==> config.mk <==
export PLATFORM = sky130hd
export DESIGN_NAME = position_speed_cascade_pid_unit
export DESIGN_NICKNAME = d
export VERILOG_FILES = /design/src/rtl/core/pscp_pkg.sv /design/src/rtl/core/position_speed_cascade_pid_unit.sv /design/src/rtl/core/pscp_cfg.sv /design/src/rtl/core/pscp_arith.sv
export SDC_FILE = /design/constraint.sdc
export NUM_CORES = 2
export LEC_CHECK = 0
export ABC_AREA = 1
export BUFFER_PORTS_ARGS = -buffer_cell sky130_fd_sc_hd__buf_2
export CAP_MARGIN = 20
export CORE_UTILIZATION = 51
export CTS_CLUSTER_SIZE = 14
export DETAILED_ROUTE_END_ITERATION = 8
export PLACE_DENSITY = 0.68
export SLEW_MARGIN = 20
export SYNTH_ARGS = -nofsm -noshare
export SYNTH_HDL_FRONTEND = slang
export SYNTH_SLANG_ARGS = --single-unit
==> constraint.sdc <==
create_clock -name clk -period 7.1 [get_ports clk]
set_input_delay 0.71 -clock clk [delete_from_list [all_inputs] [get_ports clk]]
set_output_delay 0.71 -clock clk [all_outputs]
set_load 0.005 [all_outputs]
==> src/rtl/core/pscp_pkg.sv <==
// shared types and constants of the position and speed cascade controller
package pscp_pkg;

  localparam int GAIN_W    = 32;  // gain register width
  localparam int LIM_W     = 63;  // limits register width
  localparam int ILIM_W    = 32;  // integral limit field
  localparam int OLIM_W    = 31;  // output limit field
  localparam int CFG_IDX_W = 3;
  localparam int SUM_W     = 64;  // width of the term sums
  localparam int CHUNK_W   = 16;  // multiplier digit width
  localparam int FRAC_W    = 16;  // q16.16 fraction bits

  localparam logic [SUM_W-1:0] WIDE_CAP = 64'h0FFF_FFFF_FFFF_FFFF;

  typedef enum logic [CFG_IDX_W-1:0] {
    REG_OUTER_KP     = 3'd0,
    REG_OUTER_KI     = 3'd1,
    REG_OUTER_KD     = 3'd2,
    REG_INNER_KP     = 3'd3,
    REG_INNER_KI     = 3'd4,
    REG_INNER_KD     = 3'd5,
    REG_OUTER_LIMITS = 3'd6,
    REG_INNER_LIMITS = 3'd7
  } cfg_reg_t;

  typedef enum logic {
    OP_MUL = 1'b0,
    OP_DIV = 1'b1
  } arith_op_t;

  typedef struct packed {
    logic      start;
    arith_op_t op;
  } arith_req_t;

  typedef struct packed {
    logic busy;
    logic done;
  } arith_rsp_t;

  typedef struct packed {
    logic [GAIN_W-1:0] kp;
    logic [GAIN_W-1:0] ki;
    logic [GAIN_W-1:0] kd;
    logic [ILIM_W-1:0] ilim;
    logic [OLIM_W-1:0] olim;
  } loop_cfg_t;

endpackage

==> src/rtl/core/position_speed_cascade_pid_unit.sv <==
// top level of the two-loop cascaded position and speed pid controller
//
// Each input word carries a position target, the measured position, the
// measured speed and the step time in microseconds. The position loop turns
// the position error into a speed setpoint; the speed loop turns the speed
// error into a drive command. Each loop forms P = err*kp, I = err*ki and
// D = (err - last)*kd/dt in exact magnitude arithmetic, shifts each product
// right by 16 rounding toward zero and saturates it to +-(2^60 - 1). D is
// folded into the integrator, which is clamped to +-its limit; the output is
// P plus the integrator clamped to +-its output limit. Limits above the
// largest positive value are reduced to it, a zero step time counts as one.
// All arithmetic runs on one shared unit: a 16 x 32 bit digit multiplier
// (one digit per cycle) that doubles as a restoring divider (one quotient bit
// per cycle). The two divides of the D terms take up most of the time a
// word spends in work; each divides a product of PW = 16*NCH + 32 bits,
// where NCH = ceil(VALUE_WIDTH/16). The block takes no input word while
// one is in work; a finished result waits in the output register, and the
// next input word is accepted as soon as the sequencer is idle.
// Configuration writes land at once and are meant for idle periods only.
module position_speed_cascade_pid_unit
  import pscp_pkg::*;
#(
  parameter int VALUE_WIDTH = 32,
  parameter int TIME_WIDTH  = 16
) (
  input  logic                          clk,
  input  logic                          rst,
  // configuration write port
  input  logic                          cfg_we,
  input  logic [CFG_IDX_W-1:0]          cfg_index,
  input  logic [LIM_W-1:0]              cfg_data,
  // input words
  input  logic                          in_valid,
  output logic                          in_ready,
  input  logic signed [VALUE_WIDTH-1:0] target_position,
  input  logic signed [VALUE_WIDTH-1:0] measured_position,
  input  logic signed [VALUE_WIDTH-1:0] measured_speed,
  input  logic [TIME_WIDTH-1:0]         step_time_us,
  // result words
  output logic                          out_valid,
  input  logic                          out_ready,
  output logic signed [VALUE_WIDTH-1:0] speed_setpoint,
  output logic signed [VALUE_WIDTH-1:0] drive_command
);

  localparam int NCH = (VALUE_WIDTH + CHUNK_W - 1) / CHUNK_W;
  localparam int PW  = NCH * CHUNK_W + GAIN_W;
  localparam int XW  = (PW > SUM_W) ? PW : SUM_W;
  localparam int EXT = SUM_W - VALUE_WIDTH;

  localparam logic signed [SUM_W-1:0] VMAX_S =
    (SUM_W'(1) << (VALUE_WIDTH - 1)) - SUM_W'(1);

  // one-hot sequencer
  typedef enum logic [8:0] {
    S_IDLE   = 9'b000000001,
    S_ERR    = 9'b000000010,
    S_MUL_P  = 9'b000000100,
    S_MUL_I  = 9'b000001000,
    S_MUL_D  = 9'b000010000,
    S_DIV_D  = 9'b000100000,
    S_INTEG  = 9'b001000000,
    S_OUTPUT = 9'b010000000,
    S_SEND   = 9'b100000000
  } state_t;

  // sign extension of a value-width word to the sum width
  function automatic logic signed [SUM_W-1:0] sx(input logic [VALUE_WIDTH-1:0] v);
    return {{EXT{v[VALUE_WIDTH-1]}}, v};
  endfunction

  function automatic logic signed [SUM_W-1:0] clamp_sym(
    input logic signed [SUM_W-1:0] x,
    input logic signed [SUM_W-1:0] lim
  );
    logic signed [SUM_W-1:0] r;
    r = x;
    if (x > lim) r = lim;
    else if (x < -lim) r = -lim;
    return r;
  endfunction

  function automatic logic [SUM_W-1:0] mag(input logic signed [SUM_W-1:0] x);
    return x[SUM_W-1] ? -x : x;
  endfunction

  function automatic logic [GAIN_W-1:0] gmag(input logic [GAIN_W-1:0] g);
    return g[GAIN_W-1] ? (~g + 1'b1) : g;
  endfunction

  // limits above the largest positive value are reduced to it
  function automatic logic signed [SUM_W-1:0] cap(input logic [ILIM_W-1:0] l);
    logic signed [SUM_W-1:0] e;
    e = SUM_W'(l);
    return (e > VMAX_S) ? VMAX_S : e;
  endfunction

  state_t      state;
  logic        inner;     // 0: position loop, 1: speed loop
  logic        issued;    // shared unit already started in this state
  arith_req_t  arith_req;
  arith_rsp_t  arith_rsp;
  loop_cfg_t   outer_cfg;
  loop_cfg_t   inner_cfg;
  loop_cfg_t   lc;

  logic [VALUE_WIDTH-1:0] a_mag;
  logic [GAIN_W-1:0]      b_mag;
  logic [PW-1:0]          arith_result;

  // captured input word
  logic [VALUE_WIDTH-1:0] tgt_reg;
  logic [VALUE_WIDTH-1:0] pos_reg;
  logic [VALUE_WIDTH-1:0] spd_reg;
  logic [TIME_WIDTH-1:0]  dt_reg;

  // loop state
  logic [VALUE_WIDTH-1:0] outer_integral;
  logic [VALUE_WIDTH-1:0] outer_last_error;
  logic [VALUE_WIDTH-1:0] inner_integral;
  logic [VALUE_WIDTH-1:0] inner_last_error;

  // working registers
  logic [VALUE_WIDTH-1:0]  err_reg;
  logic signed [SUM_W-1:0] p_term;
  logic signed [SUM_W-1:0] i_term;
  logic signed [SUM_W-1:0] d_term;
  logic [VALUE_WIDTH-1:0]  sp_reg;
  logic [VALUE_WIDTH-1:0]  cmd_reg;

  // combinational datapath
  logic [VALUE_WIDTH-1:0]  integ_cur;
  logic [VALUE_WIDTH-1:0]  last_cur;
  logic [VALUE_WIDTH-1:0]  loop_tgt;
  logic [VALUE_WIDTH-1:0]  loop_meas;
  logic signed [SUM_W-1:0] err_new;
  logic signed [SUM_W-1:0] err_delta;
  logic                    term_neg;
  logic [XW-1:0]           q_sh;
  logic [SUM_W-1:0]        q_mag;
  logic signed [SUM_W-1:0] term;
  logic signed [SUM_W-1:0] integ_new;
  logic signed [SUM_W-1:0] out_new;
  logic                    in_fire;
  logic                    unit_state;

  pscp_cfg u_cfg (
    .clk       (clk),
    .rst       (rst),
    .cfg_we    (cfg_we),
    .cfg_index (cfg_index),
    .cfg_data  (cfg_data),
    .outer_cfg (outer_cfg),
    .inner_cfg (inner_cfg)
  );

  pscp_arith #(
    .VALUE_WIDTH (VALUE_WIDTH),
    .TIME_WIDTH  (TIME_WIDTH)
  ) u_arith (
    .clk     (clk),
    .rst     (rst),
    .req     (arith_req),
    .a_mag   (a_mag),
    .b_mag   (b_mag),
    .divisor (dt_reg),
    .rsp     (arith_rsp),
    .result  (arith_result)
  );

  assign in_ready   = (state == S_IDLE);
  assign in_fire    = in_valid && in_ready;
  assign unit_state = (state == S_MUL_P) || (state == S_MUL_I) ||
                      (state == S_MUL_D) || (state == S_DIV_D);

  always_comb begin
    // loop select
    lc        = inner ? inner_cfg : outer_cfg;
    integ_cur = inner ? inner_integral : outer_integral;
    last_cur  = inner ? inner_last_error : outer_last_error;
    loop_tgt  = inner ? sp_reg : tgt_reg;
    loop_meas = inner ? spd_reg : pos_reg;

    // error saturated to the symmetric value range
    err_new   = clamp_sym(sx(loop_tgt) - sx(loop_meas), VMAX_S);
    err_delta = sx(err_reg) - sx(last_cur);

    // operands and sign of the term in work
    a_mag    = VALUE_WIDTH'(mag(sx(err_reg)));
    b_mag    = gmag(lc.kp);
    term_neg = err_reg[VALUE_WIDTH-1] ^ lc.kp[GAIN_W-1];
    unique case (state)
      S_MUL_I: begin
        b_mag    = gmag(lc.ki);
        term_neg = err_reg[VALUE_WIDTH-1] ^ lc.ki[GAIN_W-1];
      end
      S_MUL_D, S_DIV_D: begin
        a_mag    = VALUE_WIDTH'(mag(err_delta));
        b_mag    = gmag(lc.kd);
        term_neg = err_delta[SUM_W-1] ^ lc.kd[GAIN_W-1];
      end
      default: ;
    endcase

    arith_req.start = unit_state && !issued && !arith_rsp.busy;
    arith_req.op    = (state == S_DIV_D) ? OP_DIV : OP_MUL;

    // drop the fraction, saturate, restore the sign
    q_sh  = XW'(arith_result) >> FRAC_W;
    q_mag = (q_sh > XW'(WIDE_CAP)) ? WIDE_CAP : q_sh[SUM_W-1:0];
    term  = term_neg ? -q_mag : q_mag;

    integ_new = clamp_sym(sx(integ_cur) + i_term + d_term, cap(lc.ilim));
    out_new   = clamp_sym(p_term + sx(integ_cur), cap(ILIM_W'(lc.olim)));
  end

  // sequencer and loop state
  always_ff @(posedge clk) begin
    if (rst) begin
      state            <= S_IDLE;
      inner            <= 1'b0;
      issued           <= 1'b0;
      out_valid        <= 1'b0;
      outer_integral   <= '0;
      outer_last_error <= '0;
      inner_integral   <= '0;
      inner_last_error <= '0;
    end else begin
      if (out_valid && out_ready) out_valid <= 1'b0;
      if (arith_req.start) issued <= 1'b1;
      unique case (state)
        S_IDLE: begin
          if (in_fire) begin
            inner <= 1'b0;
            state <= S_ERR;
          end
        end
        S_ERR: state <= S_MUL_P;
        S_MUL_P: begin
          if (arith_rsp.done) begin
            issued <= 1'b0;
            state  <= S_MUL_I;
          end
        end
        S_MUL_I: begin
          if (arith_rsp.done) begin
            issued <= 1'b0;
            state  <= S_MUL_D;
          end
        end
        S_MUL_D: begin
          // product stays in the unit as the dividend
          if (arith_rsp.done) begin
            issued <= 1'b0;
            state  <= S_DIV_D;
          end
        end
        S_DIV_D: begin
          if (arith_rsp.done) begin
            issued <= 1'b0;
            state  <= S_INTEG;
          end
        end
        S_INTEG: begin
          if (inner) begin
            inner_integral   <= integ_new[VALUE_WIDTH-1:0];
            inner_last_error <= err_reg;
          end else begin
            outer_integral   <= integ_new[VALUE_WIDTH-1:0];
            outer_last_error <= err_reg;
          end
          state <= S_OUTPUT;
        end
        S_OUTPUT: begin
          if (inner) begin
            state <= S_SEND;
          end else begin
            inner <= 1'b1;
            state <= S_ERR;
          end
        end
        S_SEND: begin
          if (!out_valid || out_ready) begin
            out_valid <= 1'b1;
            state     <= S_IDLE;
          end
        end
        default: state <= S_IDLE;
      endcase
    end
  end

  // payload registers
  always_ff @(posedge clk) begin
    if (in_fire) begin
      tgt_reg <= target_position;
      pos_reg <= measured_position;
      spd_reg <= measured_speed;
      dt_reg  <= (step_time_us == '0) ? TIME_WIDTH'(1) : step_time_us;
    end
    if (state == S_ERR) err_reg <= err_new[VALUE_WIDTH-1:0];
    if (arith_rsp.done && state == S_MUL_P) p_term <= term;
    if (arith_rsp.done && state == S_MUL_I) i_term <= term;
    if (arith_rsp.done && state == S_DIV_D) d_term <= term;
    if (state == S_OUTPUT) begin
      if (inner) cmd_reg <= out_new[VALUE_WIDTH-1:0];
      else sp_reg <= out_new[VALUE_WIDTH-1:0];
    end
    if (state == S_SEND && (!out_valid || out_ready)) begin
      speed_setpoint <= sp_reg;
      drive_command  <= cmd_reg;
    end
  end

`ifndef SYNTHESIS
  // no new word is taken while the shared unit is still iterating
  assert property (@(posedge clk) disable iff (rst) in_ready |-> !arith_rsp.busy)
    else $error("input accepted while arithmetic unit busy");

  // the shared unit is only started when it is free
  assert property (@(posedge clk) disable iff (rst) arith_req.start |-> !arith_rsp.busy)
    else $error("arithmetic unit restarted while busy");

  // a result word only appears from the send step
  assert property (@(posedge clk) disable iff (rst)
    $rose(out_valid) |-> $past(state == S_SEND))
    else $error("result word raised outside the send step");

  // a waiting drive command respects the speed loop output limit
  assert property (@(posedge clk) disable iff (rst)
    out_valid |-> (sx(drive_command) <= cap(ILIM_W'(inner_cfg.olim)) &&
                   sx(drive_command) >= -cap(ILIM_W'(inner_cfg.olim))))
    else $error("drive command beyond output limit");
`endif

endmodule

==> src/rtl/core/pscp_cfg.sv <==
// configuration register file of the two control loops
module pscp_cfg
  import pscp_pkg::*;
(
  input  logic                 clk,
  input  logic                 rst,
  input  logic                 cfg_we,
  input  logic [CFG_IDX_W-1:0] cfg_index,
  input  logic [LIM_W-1:0]     cfg_data,
  output loop_cfg_t            outer_cfg,
  output loop_cfg_t            inner_cfg
);

  always_ff @(posedge clk) begin
    if (rst) begin
      outer_cfg <= '0;
      inner_cfg <= '0;
    end else if (cfg_we) begin
      unique case (cfg_reg_t'(cfg_index))
        REG_OUTER_KP: outer_cfg.kp <= cfg_data[GAIN_W-1:0];
        REG_OUTER_KI: outer_cfg.ki <= cfg_data[GAIN_W-1:0];
        REG_OUTER_KD: outer_cfg.kd <= cfg_data[GAIN_W-1:0];
        REG_INNER_KP: inner_cfg.kp <= cfg_data[GAIN_W-1:0];
        REG_INNER_KI: inner_cfg.ki <= cfg_data[GAIN_W-1:0];
        REG_INNER_KD: inner_cfg.kd <= cfg_data[GAIN_W-1:0];
        REG_OUTER_LIMITS: begin
          outer_cfg.ilim <= cfg_data[ILIM_W-1:0];
          outer_cfg.olim <= cfg_data[ILIM_W+OLIM_W-1:ILIM_W];
        end
        REG_INNER_LIMITS: begin
          inner_cfg.ilim <= cfg_data[ILIM_W-1:0];
          inner_cfg.olim <= cfg_data[ILIM_W+OLIM_W-1:ILIM_W];
        end
        default: ;
      endcase
    end
  end

endmodule

==> src/rtl/core/pscp_arith.sv <==
// shared iterative unit: digit-serial magnitude multiply, bit-serial divide
module pscp_arith
  import pscp_pkg::*;
#(
  parameter int VALUE_WIDTH = 32,
  parameter int TIME_WIDTH  = 16
) (
  input  logic                                  clk,
  input  logic                                  rst,
  input  arith_req_t                            req,
  input  logic [VALUE_WIDTH-1:0]                a_mag,
  input  logic [GAIN_W-1:0]                     b_mag,
  input  logic [TIME_WIDTH-1:0]                 divisor,
  output arith_rsp_t                            rsp,
  output logic [((VALUE_WIDTH + CHUNK_W - 1) / CHUNK_W) * CHUNK_W + GAIN_W - 1:0] result
);

  localparam int NCH = (VALUE_WIDTH + CHUNK_W - 1) / CHUNK_W;
  localparam int AW  = NCH * CHUNK_W;
  localparam int PW  = AW + GAIN_W;
  localparam int CW  = $clog2(PW);

  logic                    busy;
  logic                    done;
  arith_op_t               op;
  logic [CW-1:0]           cnt;
  logic [PW-1:0]           acc;
  logic [AW-1:0]           a_sh;
  logic [GAIN_W-1:0]       b_reg;
  logic [TIME_WIDTH-1:0]   d_reg;
  logic [TIME_WIDTH-1:0]   rem;

  logic [CHUNK_W+GAIN_W-1:0] part;
  logic [TIME_WIDTH:0]       rem_sh;
  logic                      ge;
  logic [TIME_WIDTH:0]       rem_sub;

  always_comb begin
    part    = a_sh[AW-1 -: CHUNK_W] * b_reg;
    rem_sh  = {rem, acc[PW-1]};
    ge      = rem_sh >= {1'b0, d_reg};
    rem_sub = rem_sh - {1'b0, d_reg};
  end

  // control
  always_ff @(posedge clk) begin
    if (rst) begin
      busy <= 1'b0;
      done <= 1'b0;
    end else begin
      done <= 1'b0;
      if (!busy && req.start) begin
        busy <= 1'b1;
      end else if (busy && cnt == '0) begin
        busy <= 1'b0;
        done <= 1'b1;
      end
    end
  end

  // datapath
  always_ff @(posedge clk) begin
    if (!busy && req.start) begin
      op <= req.op;
      unique case (req.op)
        OP_MUL: begin
          acc   <= '0;
          a_sh  <= AW'(a_mag);
          b_reg <= b_mag;
          cnt   <= CW'(NCH - 1);
        end
        OP_DIV: begin
          rem   <= '0;
          d_reg <= divisor;
          cnt   <= CW'(PW - 1);
        end
        default: ;
      endcase
    end else if (busy) begin
      cnt <= cnt - 1'b1;
      unique case (op)
        OP_MUL: begin
          // top digit first, so the running sum shifts up one digit a step
          acc  <= (acc << CHUNK_W) + PW'(part);
          a_sh <= a_sh << CHUNK_W;
        end
        OP_DIV: begin
          acc <= {acc[PW-2:0], ge};
          rem <= ge ? rem_sub[TIME_WIDTH-1:0] : rem_sh[TIME_WIDTH-1:0];
        end
        default: ;
      endcase
    end
  end

  assign rsp.busy = busy;
  assign rsp.done = done;
  assign result   = acc;

endmodule

==> results_dict.tcl <==
set metrics [dict create \
    clock-sinks 1091 \
    slowest_delay_ns 0.64 \
    gp_congestion 1.03 \
    rrSetupSlack_ns 0.19 \
    cts.clk_slew.worst_paths_ns 0.07 \
    tightest_slew_ns 1.34 \
    grt_pass1_vias 81113 \
    required_ns 7.67 \
    die_area_um2 182000 \
    grt-ovfl-total 0 \
    drc 0 \
    yosysUniqueCellTypes 75 \
    num_vias 85005 \
    die_w_um 427 \
    tns_ns 0 \
    period_needed_ns 6.91 \
    drv_slew 0 \
    drt-total-wl_um 331000 \
    cts_max_level 3 \
    min_path_cells 1 \
    rsz0062_at_grt "false" \
    async_reset_ff_share_pct 0 \
    ys_warn_count 0 \
    hold_viol 0 \
    fill_cells 16969 \
    reg2reg_to "u_arith.result[49]" \
    worstSetupPathType "reg -> reg" \
    cap_violations 0 \
    top_regs "u_cfg.inner_cfg x159, u_cfg.outer_cfg x159" \
    dr.pass1.iters 6 \
    grt_max_degree 171 \
    status "finished clean" \
    skew_ns 0.0769 \
    avgSynthCellArea_um2 7.29 \
    fmax_mhz 145 \
    syn_area_um2 92100 \
    critical-path-slowest-cell "fa_1" \
    synth_cells 12629 \
    grt_first_pass_wirelength_um 493000 \
    fp.coreArea_um2 179000 \
    synth_edf_count 631 \
    use_met1_pct 47.6 \
    grt.busiest_layer "met2" \
    ys_seq_elements 1091 \
    hp-class "in -> reg" \
    yosysSeqAreaShare_pct 30.6 \
    min-delay-start "target_position[13]" \
    cts_hold_buffers 0 \
    cts_root_buffer "clkbuf_16" \
    fin_crit_sh_pct 97.3 \
    drive_gt1_share_pct 7.92 \
    cts_buffer_depth 3 \
    arrival_ns 7.48 \
    syn_to_final_growth_pct 9.67 \
    viasPerCell 5.57 \
    synthFlopType "edfxtp_1" \
    rr_startpoint "u_arith.b_reg[5]" \
    hpwlAfterDp_um 263000 \
    startpoint_type "flip-flop" \
    start_util_pct 51.5 \
    r2r_cells 26 \
    io_buffers 248 \
    antenna_found_initial 18 \
    grt_usage_pct 35.7 \
    die_y_um 427 \
    dr.first_iter.drc_count 9536 \
    num_io_pins 249 \
    multiInputGateArea_um2 53800 \
    drtAntennaViolNets 0 \
    finalSetupViolCount 0 \
    min_to "tgt_reg[13]" \
    cts_tree "yes" \
    seqCellArea_um2 28200 \
    end_kind "flip-flop" \
    slew_headroom_pct 9.19 \
    cp_max_fo 8 \
    grt_util_met3_pct 6.52 \
    wl_per_cell_um 21.7 \
    row_count 155 \
    grtUsageMet2_pct 55.2 \
    clock_latency_ns 0.83 \
    nets 14041 \
    numCtsBuffers 119 \
]
[area by class of cell]
cell class	count	share of cell area [%]
Inverter	2190	8.15
Clock buffer	155	3.26
Sequential cell	1091	27.9
Timing Repair Buffer	537	3.80
Clock inverter	68	0.724
Tap cell	2355	2.92
Antenna cell	6	0.0149
Multi-Input combinational cell	8860	53.3
[cell usage after synthesis (12+ instances only)]
library cell	number	share of area (%)
nand2_1	3087	13
inv_1	2149	8.8
nor2_1	1494	6.1
o21ai_0	775	4.2
edfxtp_1	631	21
a21oi_1	599	3.3
nand3_1	549	3.0
ha_1	541	7.3
fa_1	518	11
dfxtp_1	460	10
clkbuf_1	373	1.5
xor2_1	207	2.0
nand4_1	142	0.96
nor3_1	129	0.70
mux2i_1	99	1.1
or2_2	87	0.59
o211ai_1	62	0.51
nor4_1	58	0.39
xnor2_1	58	0.55
nand3b_1	51	0.42
buf_2	43	0.23
o21ai_1	43	0.23
o21bai_1	38	0.31
inv_2	36	0.15
o21ai_2	30	0.29
nor2_2	28	0.19
clkbuf_2	27	0.15
a31oi_1	26	0.18
o21a_1	24	0.20
nand2_2	23	0.16
or2_1	23	0.16
buf_6	21	0.26
o221ai_1	20	0.19
a21o_1	18	0.15
buf_1	15	0.061
nor2_4	12	0.15
[metal layers]
metal  vias up  wire (um)
li1      40261          -
met1     40333     136000
met2      3790     145000
met3       603      29400
met4        18      19300
met5         -        124
[layout by cell type, fill, tap and decap left out, types with 18 or more instances in the layout]
cell       instances
a21o_1            18
a21oi_1          598
a31oi_1           26
buf_12            34
buf_2            248
buf_4            254
clkbuf_1          19
clkbuf_16        120
clkinv_2          20
dfxtp_1          459
edfxtp_1         631
fa_1             518
ha_1             540
inv_1           2146
inv_2             37
mux2i_1           99
nand2_1         3083
nand2_2           27
nand3_1          549
nand3b_1          51
nand4_1          142
nor2_1          1476
nor2_2            35
nor2_4            23
nor3_1           127
nor4_1            54
o211ai_1          62
o21a_1            24
o21ai_0          767
o21ai_1           46
o21ai_2           35
o21bai_1          38
o221ai_1          20
or2_1             23
or2_2             87
xnor2_1           58
xor2_1           207
[worst max-delay path by stage]
stage                 startpoint                  to  cells after the start
3_5_place_dp   u_arith.b_reg[13]  u_arith.result[52]                     21
4_1_cts        u_arith.b_reg[13]  u_arith.result[60]                     21
3_3_place_gp   u_arith.b_reg[28]  u_arith.result[62]                     24
5_1_grt         u_arith.b_reg[5]  u_arith.result[42]                     27
2_1_floorplan              inner  outer_integral[23]                     38
6_report        u_arith.b_reg[5]  u_arith.result[49]                     26
[through the flow]
stage               util (%)  cells  hold slack (ns)  setup slack [ns]  cell area, um^2
floorplan                  -  12630            0.400             0.281            92100
global placement        53.9  14982            0.403             0.163            96400
detailed placement      53.9  14983            0.405            0.0825            96400
CTS                     56.2  15212          0.00881            0.0491           101000
global route            56.4  15259           0.0328           0.00668           101000
finish                  56.4  15262           0.0636             0.191           101000
[cells by family after synthesis]
| kind of cell | Yosys count | share of synthesized area, % |
|---|---|---|
| flops | 1091 | 30.6 |
| mux | 99 | 1.08 |
| compound gates | 1688 | 9.97 |
| buf+inv | 2679 | 11.2 |
| fa+ha+maj | 1059 | 18.6 |
| simple gates | 5743 | 26.0 |
| xor+xnor | 269 | 2.59 |
| other cells | 1 | 0.00407 |
[what timing repair did]
item                                   in CTS  in global routing
setup buffers                               6                 44
pin swaps                                   0                  1
setup endpoints to repair                   1                 26
endpoints found under the hold margin       0                  0
gates resized for setup                     0                  9
[critical path, delay by kind of cell, from the launching register on]
family                   cells  cell delay [ns]
adder cells (fa/ha/maj)      7             3.56
AO/OA/AOI/OAI                4             0.99
AND/OR/NAND/NOR              7             0.80
buffers and inverters        8             0.75
flip-flops                   1             0.56
Power is left out: the tool's default activity adds up to more than one toggle a clock period on the data nets, which glitch-free logic cannot reach.
